File: src/rtl/ofpsm_pkg.sv
`timescale 1ns / 1ps
package ofpsm_pkg;

  // Pool size default and fixed field widths
  localparam int SLOTS_DEF = 64;
  localparam int NODE_W    = 48;
  localparam int LEN_W     = 12;
  localparam int SEQ_IN_W  = 32;
  localparam int SEQ_W     = 31;
  localparam int SLOT_OUT_W = 6;
  localparam int ERR_W     = 32;
  localparam int STAT_W    = 3;
  localparam int CFG_IDX_W = 1;

  // Header word bytes stripped from the length
  localparam logic [LEN_W-1:0] HDR_BYTES   = LEN_W'(4);
  localparam logic [LEN_W-1:0] MAX_LEN_RST = LEN_W'(546);

  typedef enum logic [CFG_IDX_W-1:0] {
    CFG_OWN_NODE   = 1'b0,
    CFG_MAX_LENGTH = 1'b1
  } cfg_idx_t;

  typedef enum logic [STAT_W-1:0] {
    ST_STORED    = 3'd0,
    ST_OWN       = 3'd1,
    ST_BAD_LEN   = 3'd2,
    ST_FULL      = 3'd3,
    ST_NEG_SEQ   = 3'd4,
    ST_DELIVERED = 3'd5,
    ST_EMPTY     = 3'd6
  } status_t;

  typedef enum logic [2:0] {
    S_INIT,
    S_IDLE,
    S_RX,
    S_RX_WR,
    S_SCAN,
    S_FETCH_END,
    S_DONE
  } state_t;

endpackage

File: src/rtl/ofpsm_if.sv
`timescale 1ns / 1ps
interface ofpsm_in_if import ofpsm_pkg::*; ();
  logic                       valid;
  logic                       ready;
  logic                       func;
  logic [NODE_W-1:0]          source_node;
  logic [LEN_W-1:0]           length;
  logic signed [SEQ_IN_W-1:0] sequence_req;

  modport source (output valid, func, source_node, length, sequence_req, input ready);
  modport sink   (input valid, func, source_node, length, sequence_req, output ready);
endinterface

interface ofpsm_out_if import ofpsm_pkg::*; ();
  logic                  valid;
  logic                  ready;
  logic [STAT_W-1:0]     status;
  logic [SLOT_OUT_W-1:0] slot;
  logic [LEN_W-1:0]      payload_size;
  logic [SEQ_W-1:0]      seq_out;
  logic [ERR_W-1:0]      error_total;

  modport source (output valid, status, slot, payload_size, seq_out, error_total,
                  input ready);
  modport sink   (input valid, status, slot, payload_size, seq_out, error_total,
                  output ready);
endinterface

interface ofpsm_cfg_if import ofpsm_pkg::*; ();
  logic                 valid;
  logic                 ready;
  logic [CFG_IDX_W-1:0] index;
  logic [NODE_W-1:0]    data;

  modport source (output valid, index, data, input ready);
  modport sink   (input valid, index, data, output ready);
endinterface

File: src/rtl/ofpsm_free_stack.sv
`timescale 1ns / 1ps
module ofpsm_free_stack #(
  parameter int DEPTH = 64,
  parameter int AW    = $clog2(DEPTH)
) (
  input  logic          clk,
  input  logic          we,
  input  logic [AW-1:0] waddr,
  input  logic [AW-1:0] wdata,
  input  logic [AW-1:0] raddr,
  output logic [AW-1:0] rdata
);

  logic [AW-1:0] mem [DEPTH];
  logic [AW-1:0] rdata_r;

  // Write one entry, read one entry registered
  always_ff @(posedge clk) begin
    if (we) begin
      mem[waddr] <= wdata;
    end
    rdata_r <= mem[raddr];
  end

  assign rdata = rdata_r;

endmodule

File: src/rtl/oldest_first_packet_slot_manager.sv
// Receive: the request is checked, a stored packet is written into its slot, then the
// result is loaded into the output register; a rejected one skips the slot write. Fetch:
// a scan of the slot memory through one shared comparator, one slot per cycle.
// One request at a time: ready returns the cycle after the result is loaded; a finished
// result may wait in the output register.
// Reset (rst_n low, synchronous) starts a free stack fill; requests wait.
`timescale 1ns / 1ps
module oldest_first_packet_slot_manager import ofpsm_pkg::*; #(
  parameter int SLOTS = SLOTS_DEF
) (
  input  logic           clk,
  input  logic           rst_n,
  ofpsm_cfg_if.sink      cfg_wr,
  ofpsm_in_if.sink       in_req,
  ofpsm_out_if.source    out_res
);

  localparam int SLOT_W = $clog2(SLOTS);
  localparam int CNT_W  = $clog2(SLOTS + 1);
  localparam int ENT_W  = LEN_W + SEQ_W;
  localparam logic [CNT_W-1:0] CNT_FULL = CNT_W'(SLOTS);
  localparam logic [CNT_W-1:0] CNT_LAST = CNT_W'(SLOTS - 1);

  state_t state_r, state_nxt;

  logic [NODE_W-1:0] own_node_r;
  logic [LEN_W-1:0]  max_length_r;

  logic              own_hit_r;
  logic [LEN_W-1:0]  len_r;
  logic [SEQ_IN_W-1:0] seq_r;

  logic [CNT_W-1:0]  used_r, used_nxt;
  logic [CNT_W-1:0]  cnt_r, cnt_nxt;
  logic [SLOTS-1:0]  occ_r, occ_nxt;
  logic [ERR_W-1:0]  err_r, err_nxt;

  logic              pv_r, pv_nxt;
  logic [SLOT_W-1:0] pidx_r, pidx_nxt;
  logic              found_r, found_nxt;
  logic [SLOT_W-1:0] best_idx_r, best_idx_nxt;
  logic [SEQ_W-1:0]  best_seq_r, best_seq_nxt;
  logic [LEN_W-1:0]  best_size_r, best_size_nxt;

  logic [STAT_W-1:0] res_stat_r, res_stat_nxt;
  logic [SLOT_W-1:0] res_slot_r, res_slot_nxt;
  logic [LEN_W-1:0]  res_size_r, res_size_nxt;
  logic [SEQ_W-1:0]  res_seq_r, res_seq_nxt;

  logic                  out_valid_r, out_valid_nxt;
  logic [STAT_W-1:0]     out_stat_r;
  logic [SLOT_OUT_W-1:0] out_slot_r;
  logic [LEN_W-1:0]      out_size_r;
  logic [SEQ_W-1:0]      out_seq_r;
  logic [ERR_W-1:0]      out_err_r;
  logic                  out_load;

  logic              in_acc;
  logic              stk_we;
  logic [SLOT_W-1:0] stk_waddr, stk_wdata, stk_raddr, stk_rdata;

  logic [ENT_W-1:0]  slot_mem [SLOTS];
  logic [ENT_W-1:0]  mem_q_r;
  logic              mem_we;
  logic [SLOT_W-1:0] mem_raddr;
  logic [LEN_W-1:0]  rx_size;
  logic [SEQ_W-1:0]  q_seq;
  logic [LEN_W-1:0]  q_size;
  logic              cmp_lt;

  assign in_req.ready = (state_r == S_IDLE);
  assign in_acc       = in_req.valid && in_req.ready;
  assign cfg_wr.ready = 1'b1;

  assign q_seq  = mem_q_r[SEQ_W-1:0];
  assign q_size = mem_q_r[ENT_W-1:SEQ_W];
  // Shared comparator of the scan
  assign cmp_lt = (q_seq < best_seq_r);

  assign rx_size   = (len_r >= HDR_BYTES) ? (len_r - HDR_BYTES) : '0;
  assign stk_raddr = used_r[SLOT_W-1:0];
  assign mem_raddr = (cnt_r < CNT_FULL) ? cnt_r[SLOT_W-1:0] : '0;

  ofpsm_free_stack #(
    .DEPTH (SLOTS),
    .AW    (SLOT_W)
  ) u_free_stack (
    .clk   (clk),
    .we    (stk_we),
    .waddr (stk_waddr),
    .wdata (stk_wdata),
    .raddr (stk_raddr),
    .rdata (stk_rdata)
  );

  // Slot memory: payload size and sequence, registered read
  always_ff @(posedge clk) begin
    if (mem_we) begin
      slot_mem[stk_rdata] <= {rx_size, seq_r[SEQ_W-1:0]};
    end
    mem_q_r <= slot_mem[mem_raddr];
  end

  // Configuration registers
  always_ff @(posedge clk) begin
    if (!rst_n) begin
      own_node_r   <= '0;
      max_length_r <= MAX_LEN_RST;
    end else if (cfg_wr.valid && cfg_wr.ready) begin
      case (cfg_wr.index)
        CFG_OWN_NODE:   own_node_r   <= cfg_wr.data;
        CFG_MAX_LENGTH: max_length_r <= cfg_wr.data[LEN_W-1:0];
        default: ;
      endcase
    end
  end

  // Latch the request
  always_ff @(posedge clk) begin
    if (in_acc) begin
      own_hit_r <= (in_req.source_node == own_node_r);
      len_r     <= in_req.length;
      seq_r     <= in_req.sequence_req;
    end
  end

  // Control state
  always_ff @(posedge clk) begin
    if (!rst_n) begin
      state_r     <= S_INIT;
      used_r      <= '0;
      cnt_r       <= '0;
      occ_r       <= '0;
      err_r       <= '0;
      pv_r        <= 1'b0;
      found_r     <= 1'b0;
      out_valid_r <= 1'b0;
    end else begin
      state_r     <= state_nxt;
      used_r      <= used_nxt;
      cnt_r       <= cnt_nxt;
      occ_r       <= occ_nxt;
      err_r       <= err_nxt;
      pv_r        <= pv_nxt;
      found_r     <= found_nxt;
      out_valid_r <= out_valid_nxt;
    end
  end

  // Scan and result payload
  always_ff @(posedge clk) begin
    pidx_r      <= pidx_nxt;
    best_idx_r  <= best_idx_nxt;
    best_seq_r  <= best_seq_nxt;
    best_size_r <= best_size_nxt;
    res_stat_r  <= res_stat_nxt;
    res_slot_r  <= res_slot_nxt;
    res_size_r  <= res_size_nxt;
    res_seq_r   <= res_seq_nxt;
    if (out_load) begin
      out_stat_r <= res_stat_r;
      out_slot_r <= SLOT_OUT_W'(res_slot_r);
      out_size_r <= res_size_r;
      out_seq_r  <= res_seq_r;
      out_err_r  <= err_r;
    end
  end

  // Sequencer
  always_comb begin
    state_nxt     = state_r;
    used_nxt      = used_r;
    cnt_nxt       = cnt_r;
    occ_nxt       = occ_r;
    err_nxt       = err_r;
    pv_nxt        = 1'b0;
    pidx_nxt      = pidx_r;
    found_nxt     = found_r;
    best_idx_nxt  = best_idx_r;
    best_seq_nxt  = best_seq_r;
    best_size_nxt = best_size_r;
    res_stat_nxt  = res_stat_r;
    res_slot_nxt  = res_slot_r;
    res_size_nxt  = res_size_r;
    res_seq_nxt   = res_seq_r;
    stk_we        = 1'b0;
    stk_waddr     = cnt_r[SLOT_W-1:0];
    stk_wdata     = cnt_r[SLOT_W-1:0];
    mem_we        = 1'b0;
    out_load      = 1'b0;

    case (state_r)
      // Fill the free stack with identity ids
      S_INIT: begin
        stk_we = 1'b1;
        if (cnt_r == CNT_LAST) begin
          cnt_nxt   = '0;
          state_nxt = S_IDLE;
        end else begin
          cnt_nxt = cnt_r + CNT_W'(1);
        end
      end
      S_IDLE: begin
        if (in_acc) begin
          cnt_nxt   = '0;
          found_nxt = 1'b0;
          state_nxt = in_req.func ? S_SCAN : S_RX;
        end
      end
      // Check the receive request; the stack read runs meanwhile
      S_RX: begin
        res_slot_nxt = '0;
        res_size_nxt = '0;
        res_seq_nxt  = '0;
        state_nxt    = S_DONE;
        if (own_hit_r) begin
          res_stat_nxt = ST_OWN;
        end else if (len_r == '0 || len_r > max_length_r) begin
          res_stat_nxt = ST_BAD_LEN;
          err_nxt      = err_r + ERR_W'(1);
        end else if (used_r >= CNT_FULL) begin
          res_stat_nxt = ST_FULL;
          err_nxt      = err_r + ERR_W'(1);
        end else if (seq_r[SEQ_IN_W-1]) begin
          res_stat_nxt = ST_NEG_SEQ;
          err_nxt      = err_r + ERR_W'(1);
        end else begin
          res_stat_nxt = ST_STORED;
          state_nxt    = S_RX_WR;
        end
      end
      // Store into the popped slot
      S_RX_WR: begin
        mem_we             = 1'b1;
        occ_nxt[stk_rdata] = 1'b1;
        used_nxt           = used_r + CNT_W'(1);
        res_slot_nxt       = stk_rdata;
        res_size_nxt       = rx_size;
        state_nxt          = S_DONE;
      end
      // Issue one read per cycle, compare the previous one
      S_SCAN: begin
        if (cnt_r != CNT_FULL) begin
          pv_nxt   = 1'b1;
          pidx_nxt = cnt_r[SLOT_W-1:0];
          cnt_nxt  = cnt_r + CNT_W'(1);
        end else if (!pv_r) begin
          state_nxt = S_FETCH_END;
        end
        if (pv_r && occ_r[pidx_r] && (!found_r || cmp_lt)) begin
          found_nxt     = 1'b1;
          best_idx_nxt  = pidx_r;
          best_seq_nxt  = q_seq;
          best_size_nxt = q_size;
        end
      end
      // Free the winner and push its id back
      S_FETCH_END: begin
        state_nxt = S_DONE;
        if (found_r) begin
          occ_nxt[best_idx_r] = 1'b0;
          res_stat_nxt = ST_DELIVERED;
          res_slot_nxt = best_idx_r;
          res_size_nxt = best_size_r;
          res_seq_nxt  = best_seq_r;
          if (used_r != '0) begin
            used_nxt  = used_r - CNT_W'(1);
            stk_we    = 1'b1;
            stk_waddr = used_nxt[SLOT_W-1:0];
            stk_wdata = best_idx_r;
          end
        end else begin
          res_stat_nxt = ST_EMPTY;
          res_slot_nxt = '0;
          res_size_nxt = '0;
          res_seq_nxt  = '0;
        end
      end
      // Hand the result to the output register once it is free
      S_DONE: begin
        if (!out_valid_r || out_res.ready) begin
          out_load  = 1'b1;
          state_nxt = S_IDLE;
        end
      end
      default: state_nxt = S_IDLE;
    endcase

    out_valid_nxt = out_load ? 1'b1 : (out_valid_r && !out_res.ready);
  end

  assign out_res.valid        = out_valid_r;
  assign out_res.status       = out_stat_r;
  assign out_res.slot         = out_slot_r;
  assign out_res.payload_size = out_size_r;
  assign out_res.seq_out      = out_seq_r;
  assign out_res.error_total  = out_err_r;

`ifndef SYNTHESIS
  a_used_bound: assert property (@(posedge clk) disable iff (!rst_n)
    used_r <= CNT_FULL)
    else $error("used count above pool size");

  a_occ_matches_used: assert property (@(posedge clk) disable iff (!rst_n)
    (state_r == S_IDLE) |-> ($countones(occ_r) == int'(used_r)))
    else $error("occupied slots disagree with used count");

  a_busy_after_accept: assert property (@(posedge clk) disable iff (!rst_n)
    in_acc |=> (state_r != S_IDLE))
    else $error("sequencer idle right after a request");

  a_result_from_done: assert property (@(posedge clk) disable iff (!rst_n)
    $rose(out_valid_r) |-> $past(state_r == S_DONE))
    else $error("result raised outside the done step");
`endif

endmodule

File: src/flat_wrapper.sv
// flat-port wrapper written by rule: the top's interface ports become plain ports
module oldest_first_packet_slot_manager_flat import ofpsm_pkg::*;
#(
  parameter int SLOTS = SLOTS_DEF
)
  (clk, rst_n, cfg_wr_valid, cfg_wr_index, cfg_wr_data, cfg_wr_ready, in_req_valid, in_req_func, in_req_source_node, in_req_length, in_req_sequence_req, in_req_ready, out_res_valid, out_res_status, out_res_slot, out_res_payload_size, out_res_seq_out, out_res_error_total, out_res_ready);
  ofpsm_cfg_if cfg_wr_i ();
  ofpsm_in_if in_req_i ();
  ofpsm_out_if out_res_i ();
  input  logic clk;
  input  logic rst_n;
  input wire logic [$bits(cfg_wr_i.valid)-1:0] cfg_wr_valid;
  input wire logic [$bits(cfg_wr_i.index)-1:0] cfg_wr_index;
  input wire logic [$bits(cfg_wr_i.data)-1:0] cfg_wr_data;
  output wire logic [$bits(cfg_wr_i.ready)-1:0] cfg_wr_ready;
  input wire logic [$bits(in_req_i.valid)-1:0] in_req_valid;
  input wire logic [$bits(in_req_i.func)-1:0] in_req_func;
  input wire logic [$bits(in_req_i.source_node)-1:0] in_req_source_node;
  input wire logic [$bits(in_req_i.length)-1:0] in_req_length;
  input wire logic [$bits(in_req_i.sequence_req)-1:0] in_req_sequence_req;
  output wire logic [$bits(in_req_i.ready)-1:0] in_req_ready;
  output wire logic [$bits(out_res_i.valid)-1:0] out_res_valid;
  output wire logic [$bits(out_res_i.status)-1:0] out_res_status;
  output wire logic [$bits(out_res_i.slot)-1:0] out_res_slot;
  output wire logic [$bits(out_res_i.payload_size)-1:0] out_res_payload_size;
  output wire logic [$bits(out_res_i.seq_out)-1:0] out_res_seq_out;
  output wire logic [$bits(out_res_i.error_total)-1:0] out_res_error_total;
  input wire logic [$bits(out_res_i.ready)-1:0] out_res_ready;
  assign cfg_wr_i.valid = cfg_wr_valid;
  assign cfg_wr_i.index = cfg_wr_index;
  assign cfg_wr_i.data = cfg_wr_data;
  assign cfg_wr_ready = cfg_wr_i.ready;
  assign in_req_i.valid = in_req_valid;
  assign in_req_i.func = in_req_func;
  assign in_req_i.source_node = in_req_source_node;
  assign in_req_i.length = in_req_length;
  assign in_req_i.sequence_req = in_req_sequence_req;
  assign in_req_ready = in_req_i.ready;
  assign out_res_valid = out_res_i.valid;
  assign out_res_status = out_res_i.status;
  assign out_res_slot = out_res_i.slot;
  assign out_res_payload_size = out_res_i.payload_size;
  assign out_res_seq_out = out_res_i.seq_out;
  assign out_res_error_total = out_res_i.error_total;
  assign out_res_i.ready = out_res_ready;
  oldest_first_packet_slot_manager #(.SLOTS(SLOTS)) u_core (.clk(clk), .rst_n(rst_n), .cfg_wr(cfg_wr_i), .in_req(in_req_i), .out_res(out_res_i));
endmodule
File: config.mk
export PLATFORM = sky130hd
export DESIGN_NAME = oldest_first_packet_slot_manager_flat
export DESIGN_NICKNAME = d
export VERILOG_FILES = /design/src/rtl/ofpsm_pkg.sv /design/src/rtl/ofpsm_if.sv /design/src/rtl/ofpsm_free_stack.sv /design/src/rtl/oldest_first_packet_slot_manager.sv /design/src/flat_wrapper.sv
export SDC_FILE = /design/constraint.sdc
export NUM_CORES = 2
export LEC_CHECK = 0
export BUFFER_PORTS_ARGS = -buffer_cell sky130_fd_sc_hd__buf_2
export CAP_MARGIN = 20
export CORE_ASPECT_RATIO = 0.6
export CORE_UTILIZATION = 50
export DETAILED_ROUTE_END_ITERATION = 7
export GPL_ROUTABILITY_DRIVEN = 1
export PLACE_DENSITY = 0.66
export SYNTH_ARGS = -nofsm -noshare
export SYNTH_HDL_FRONTEND = slang
export SYNTH_SLANG_ARGS = --single-unit
export TNS_END_PERCENT = 1
File: constraint.sdc
create_clock -name clk -period 7.9 [get_ports clk]
set_clock_uncertainty 0.2 [all_clocks]
set_input_delay 1.58 -clock clk [delete_from_list [all_inputs] [get_ports clk]]
set_output_delay 1.58 -clock clk [all_outputs]
set_load 0.01 [all_outputs]
After elaboration in Yosys (flattened, before gate mapping)
Memories as Yosys holds them, arrays and structs flattened. A register that Yosys moved wholly into a read port is not among the register bits.
Cells that the tools add are included.
Widths: inputs -> output; s select.

operators by class
  add/subtract/negate cells = 5
  $lt $le $gt $ge = 10
  eq/ne operators = 18
  mux-type cells = 64
  bitwise gates (word level) = 5
  reduce and logical (&&, ||, !) cells = 33

operator list
  cell                   number
  $pmux 64 s2            1
  $mux 32                3
  $and 64x64->64         1
  $mux 64                1
  $not 64->64            1
  $or 64x64->64          1
  $pmux 31 s2            1
  $eq 48x48->1           1
  $mux 6                 8
  $mux 3                 14
  $pmux 12 s3            1
  $mux 7                 5
  $add 32x1->32 const B  1
  $lt 31x31->1           1
  $mux 31                1
  $mux 12                2
  $lt 6x7->1 const B     3
  $pmux 7 s3             1
  $pmux 3 s6             1
  $pmux 6 s3             1
  $mux 1                 16
  $add 7x1->7 const B    2
  $pmux 7 s2             1
  $demux 1 s6            2
  other kinds (31)       65

storage, ports and cells
  register bits after elaboration = 412
  bits in writable memories = 3,136
  input port bits = 147
  memories = 2

memory list
  memory                   depth  width  rd ports  clocked after Yosys merged registers in  wr ports  line                                    RTL
  u_core.slot_mem          64     43     1         1                                        1         oldest_first_packet_slot_manager.sv:62  logic [ENT_W-1:0] slot_mem [SLOTS];
  u_core.u_free_stack.mem  64     6      1         1                                        1         ofpsm_free_stack.sv:14                  logic [AW-1:0] mem [DEPTH];

Longest topological paths before layout
  depth in word-level cells = 8
  depth in mapped cells = 13
  depth with buffers taken out = 9

Modules after synthesis
A second synthesis with hierarchy kept.

unflattened totals
  cell total of the unflattened synthesis = 8,380
  area total of the unflattened synthesis = 139,437.5 um2

modules (own cells, without submodules)
  module                            instances  cells each  area an instance (um2)  sequential area each (um2)
  oldest_first_packet_slot_manager  1          7,660       124,211.6               94,110.3
  ofpsm_free_stack                  1          720         15,225.9                11,651.2

Worst setup path before layout
No wires, ideal clock.

  path kind = reg2reg
  start point = register u_core.used_r[1]
  end point = memory u_core.u_free_stack.mem[0][0] (netlist bit), data pin
  setup time = 0.702 ns
  arrival = 4.482 ns
  required time = 6.998 ns
  path slack = 2.516 ns
  stages on the path, launching flop included = 11
  path buffers = 5
  period minus slack after synthesis = 5.384 ns
  cells stage by stage = dfxtp_1 -> buf_2 -> buf_1 -> buf_2 -> inv_1 -> ha_1 -> nand2b_1 -> o31a_1 -> buf_2 -> clkbuf_1 -> o21ai_0

on the way
  cells in the longest elaborated chain, start to end = 4

ends and longest elaborated chain
  item                           line                                     RTL
  start: declaration             oldest_first_packet_slot_manager.sv:33   logic [CNT_W-1:0] used_r, used_nxt;
  start signal: assignment       oldest_first_packet_slot_manager.sv:140  used_r <= used_nxt;
  $reduce_bool 7->1              oldest_first_packet_slot_manager.sv:266  if (used_r != '0) begin
  $mux 6                         oldest_first_packet_slot_manager.sv:266
  $mux 6                         oldest_first_packet_slot_manager.sv:260  if (found_r) begin
  $mux 6                         oldest_first_packet_slot_manager.sv:192  case (state_r)
  named net u_core.stk_wdata[0]  oldest_first_packet_slot_manager.sv:60   logic [SLOT_W-1:0] stk_waddr, stk_wdata, stk_raddr, stk_rdata;
  end: declaration               ofpsm_free_stack.sv:14

The timed path passes the listed nets, and every way through them passes these cells.

Worst setup path after layout
  start point = register u_core.cnt_r[6]
  end point = register u_core.mem_q_r[8] (read register of u_core.slot_mem)

on the way
  cells in the longest elaborated chain, start to end = 2

ends and longest elaborated chain
  item                      line                                     RTL
  start: declaration        oldest_first_packet_slot_manager.sv:34   logic [CNT_W-1:0] cnt_r, cnt_nxt;
  start signal: assignment  oldest_first_packet_slot_manager.sv:141  cnt_r <= cnt_nxt;
  $lt 7x7->1                oldest_first_packet_slot_manager.sv:82   assign mem_raddr = (cnt_r < CNT_FULL) ? cnt_r[SLOT_W-1:0] : '0;
  $mux 6                    oldest_first_packet_slot_manager.sv:82
  end: declaration          oldest_first_packet_slot_manager.sv:63   logic [ENT_W-1:0] mem_q_r;

Every way passes these cells.
A chain may end at the register's enable or synchronous reset.

==> impl_metrics.tcl <==
set metrics [dict create \
    dr.first_iter.drc_count 14670 \
    intPower_mw 32.33 \
    tightest_slew_ns 1.250 \
    io_pins 234 \
    synth_edf_count 3372 \
    antenna_found_initial 32 \
    nets 8843 \
    clkLatencyLatePin_ns 0.88 \
    synthFlopType "edfxtp_1" \
    synth.most_common_cell "edfxtp_1" \
    die_w_um 685.2 \
    grt_start_max_net_pins 158 \
    die_height_um 411.9 \
    syn_inst 8395 \
    end_kind "flop" \
    setup_viol 0 \
    postRouteAntennaNets 0 \
    cap_violations 0 \
    htree_levels 5 \
    arrival_ns 5.36 \
    dpl.hpwl_mm 238.1 \
    synthTopCellsByCount "edfxtp_1, nand2_1, a221oi_1" \
    place.gp.congestion 0.9556 \
    synth_seq_area_share_pct 75.52 \
    vias_per_cell 6.627 \
    cts_root_buf "clkbuf_16" \
    clk_path_buf_depth 4 \
    pwr-share-comb_pct 18.2 \
    drive_above_1_share_pct 18.27 \
    p_switching_mw 13.39 \
    clk_pin_slew_ns 0.08 \
    cts_hold_buf 0 \
    synth.largest_area_cell "edfxtp_1" \
    tns_ns 0 \
    crit_chain "buf_4, nand2b_4, buf_12, a221oi_1, o21ai_0, nand3_1, nand2_1, nor3_1" \
    cts_setup_buffers 0 \
    synth_top_area_share_pct 72.31 \
    routed_wirelength_mm 421.9 \
    crit_fanout 141 \
    slowest_delay_ns 0.88 \
    fin_crit_ns 4.828 \
    first_pass_iters 6 \
    ir_drop_uv 301.9 \
    gr-total-overflow 0 \
    top_layer "met5" \
    postSynthRegisterBits 3597 \
    powerDensity_nw_per_um2 292.2 \
    relSlewSlack_pct 16.20 \
    required_ns 8.43 \
    final_max_slew_viol_count 0 \
    wl_met1_mm 170.3 \
    drc 0 \
    grt_pass1_wl_mm 587.9 \
    ys_types 73 \
    swShare_pct 29.29 \
    p_clk_share_pct 33.2 \
    core.rowCount 150 \
    leakage_nw 49.82 \
    cts_resized 0 \
    vias 83570 \
    crit_path_start_kind "flop" \
    fmax_mhz 207.1 \
    synth_fp_nets 8592 \
    avgSynthCellArea_sq_um 16.68 \
    die_area_sq_um 282300 \
    power_mw 45.72 \
    post-route-period-util_pct 61.11 \
    cts_buffers 309 \
    wl_met2_mm 170.6 \
    rsz0062_at_grt "no" \
    critPathSlowestCell "dfxtp_4" \
    grt_usage_pct 29.11 \
    wl_met3_mm 69.11 \
    synthToLayoutAreaGrowth_pct 11.74 \
    yosys-top-cells-area "edfxtp_1, mux4_2, dfxtp_1, mux2i_1, a221oi_1" \
    portBuffers 232 \
    coreArea_sq_um 278500 \
    wire_per_inst_um 33.46 \
    start_util_pct 50.28 \
    seq_power_share_pct 48.6 \
    async_flop_share_pct 0 \
    clock-sinks 3597 \
    yosysWarnings 0 \
    finalHoldViolCount 0 \
    synth_area_sq_um 140000 \
    grt_pass1_vias 77970 \
    cts_tree "yes" \
    hp-class "flop to flop" \
    path_class "flop to flop" \
    outcome "finished, final reports clean" \
]
==> cells in the final DEF, fill, tap and decap left out, drive strengths merged, types with 307 or more instances in the layout <==
master,Yosys,layout
nor2,361,361
o21ai,417,417
a21oi,307,307
nand2,520,520
buf,173,481
clkbuf,371,404
mux2,315,315
edfxtp,3372,3372
mux2i,405,405
a221oi,430,430
==> critical path, delay by kind of cell (launching register included) <==
family                 cells  cell delay (ns)
AND/OR/NAND/NOR            4             1.49
buffers and inverters      2             1.22
flip-flops                 1             0.88
AO/OA/AOI/OAI              2             0.68
==> power groups by stage <==
| stage | Combinational, mW | Sequential, mW | Clock [mW] |
|---|---|---|---|
| after floorplan | 4.63 | 22.4 | 0 |
| after global placement | 7.93 | 22.6 | 0 |
| after detailed placement | 8.04 | 22.6 | 0 |
| after CTS | 8.08 | 22.2 | 15.3 |
| after global routing | 8.73 | 22.2 | 16.0 |
| final | 8.33 | 22.2 | 15.2 |
==> final cells by class <==
cell class	instances	area (sq um)
timing repair buffer	484	3322
tap	3724	4659
clock buffer	401	8439
fill	21030	122000
antenna	4	10.01
inverter	228	870.8
clock inverter	146	1381
multi-input combinational	4026	32000
sequential	3597	105800
==> cell families after synthesis <==
group                    after synthesis  share of synthesized area [%]
multiplexers                         970                          9.449
AO/OA/AOI/OAI                       1686                          8.042
XOR/XNOR                              88                         0.5504
buffers and inverters                772                          2.186
flip-flops                          3597                          75.52
AND/OR/NAND/NOR                     1231                          3.798
adder cells (fa/ha/maj)               50                         0.4467
other                                  1                       0.002678
==> final timing paths <==
kind / endpoint / slack [ns] / cells after the start / startpoint
max: u_core.mem_q_r[8] / 3.07 / 8 / u_core.cnt_r[6]
min: u_core.best_size_r[7] / 0.20 / 0 / u_core.mem_q_r[38]
max reg2reg: u_core.mem_q_r[8] / 3.07 / 8 / u_core.cnt_r[6]
min reg2reg: u_core.best_size_r[7] / 0.20 / 0 / u_core.mem_q_r[38]
==> flip-flops by register name, indices dropped and copies added (netlist names), 32 cells and up <==
register                    count
u_core.seq_r                   32
u_core.occ_r                   64
u_core.out_res.error_total     32
u_core.slot_mem              2752
u_core.mem_q_r                 43
u_core.err_r                   32
u_core.own_node_r              48
u_core.u_free_stack.mem       384
==> routing by layer <==
layer	up-vias	track usage, %
li1	33730	-
met5	-	0
met1	42750	44.71
met2	6360	39.06
met3	719	10.31
met4	8	7.894
==> through the flow <==
| step | instances | setup slack, ns | utilization, % | hold WS [ns] | area (sq um) |
|---|---|---|---|---|---|
| 6_report | 12610 | 3.072 | 56.18 | 0.2029 | 156500 |
| 5_1_grt | 12610 | 2.966 | 56.18 | 0.2132 | 156500 |
| 4_1_cts | 12600 | 3.279 | 56.16 | 0.2053 | 156400 |
| 3_5_place_dp | 12060 | 3.306 | 52.63 | 0.1895 | 146600 |
| 3_3_place_gp | 12050 | 2.544 | 52.58 | 0.1948 | 146400 |
| 2_1_floorplan | 8395 | 2.516 | - | 0.1855 | 140000 |
Note: power is estimated with default switching activity, not from simulation.
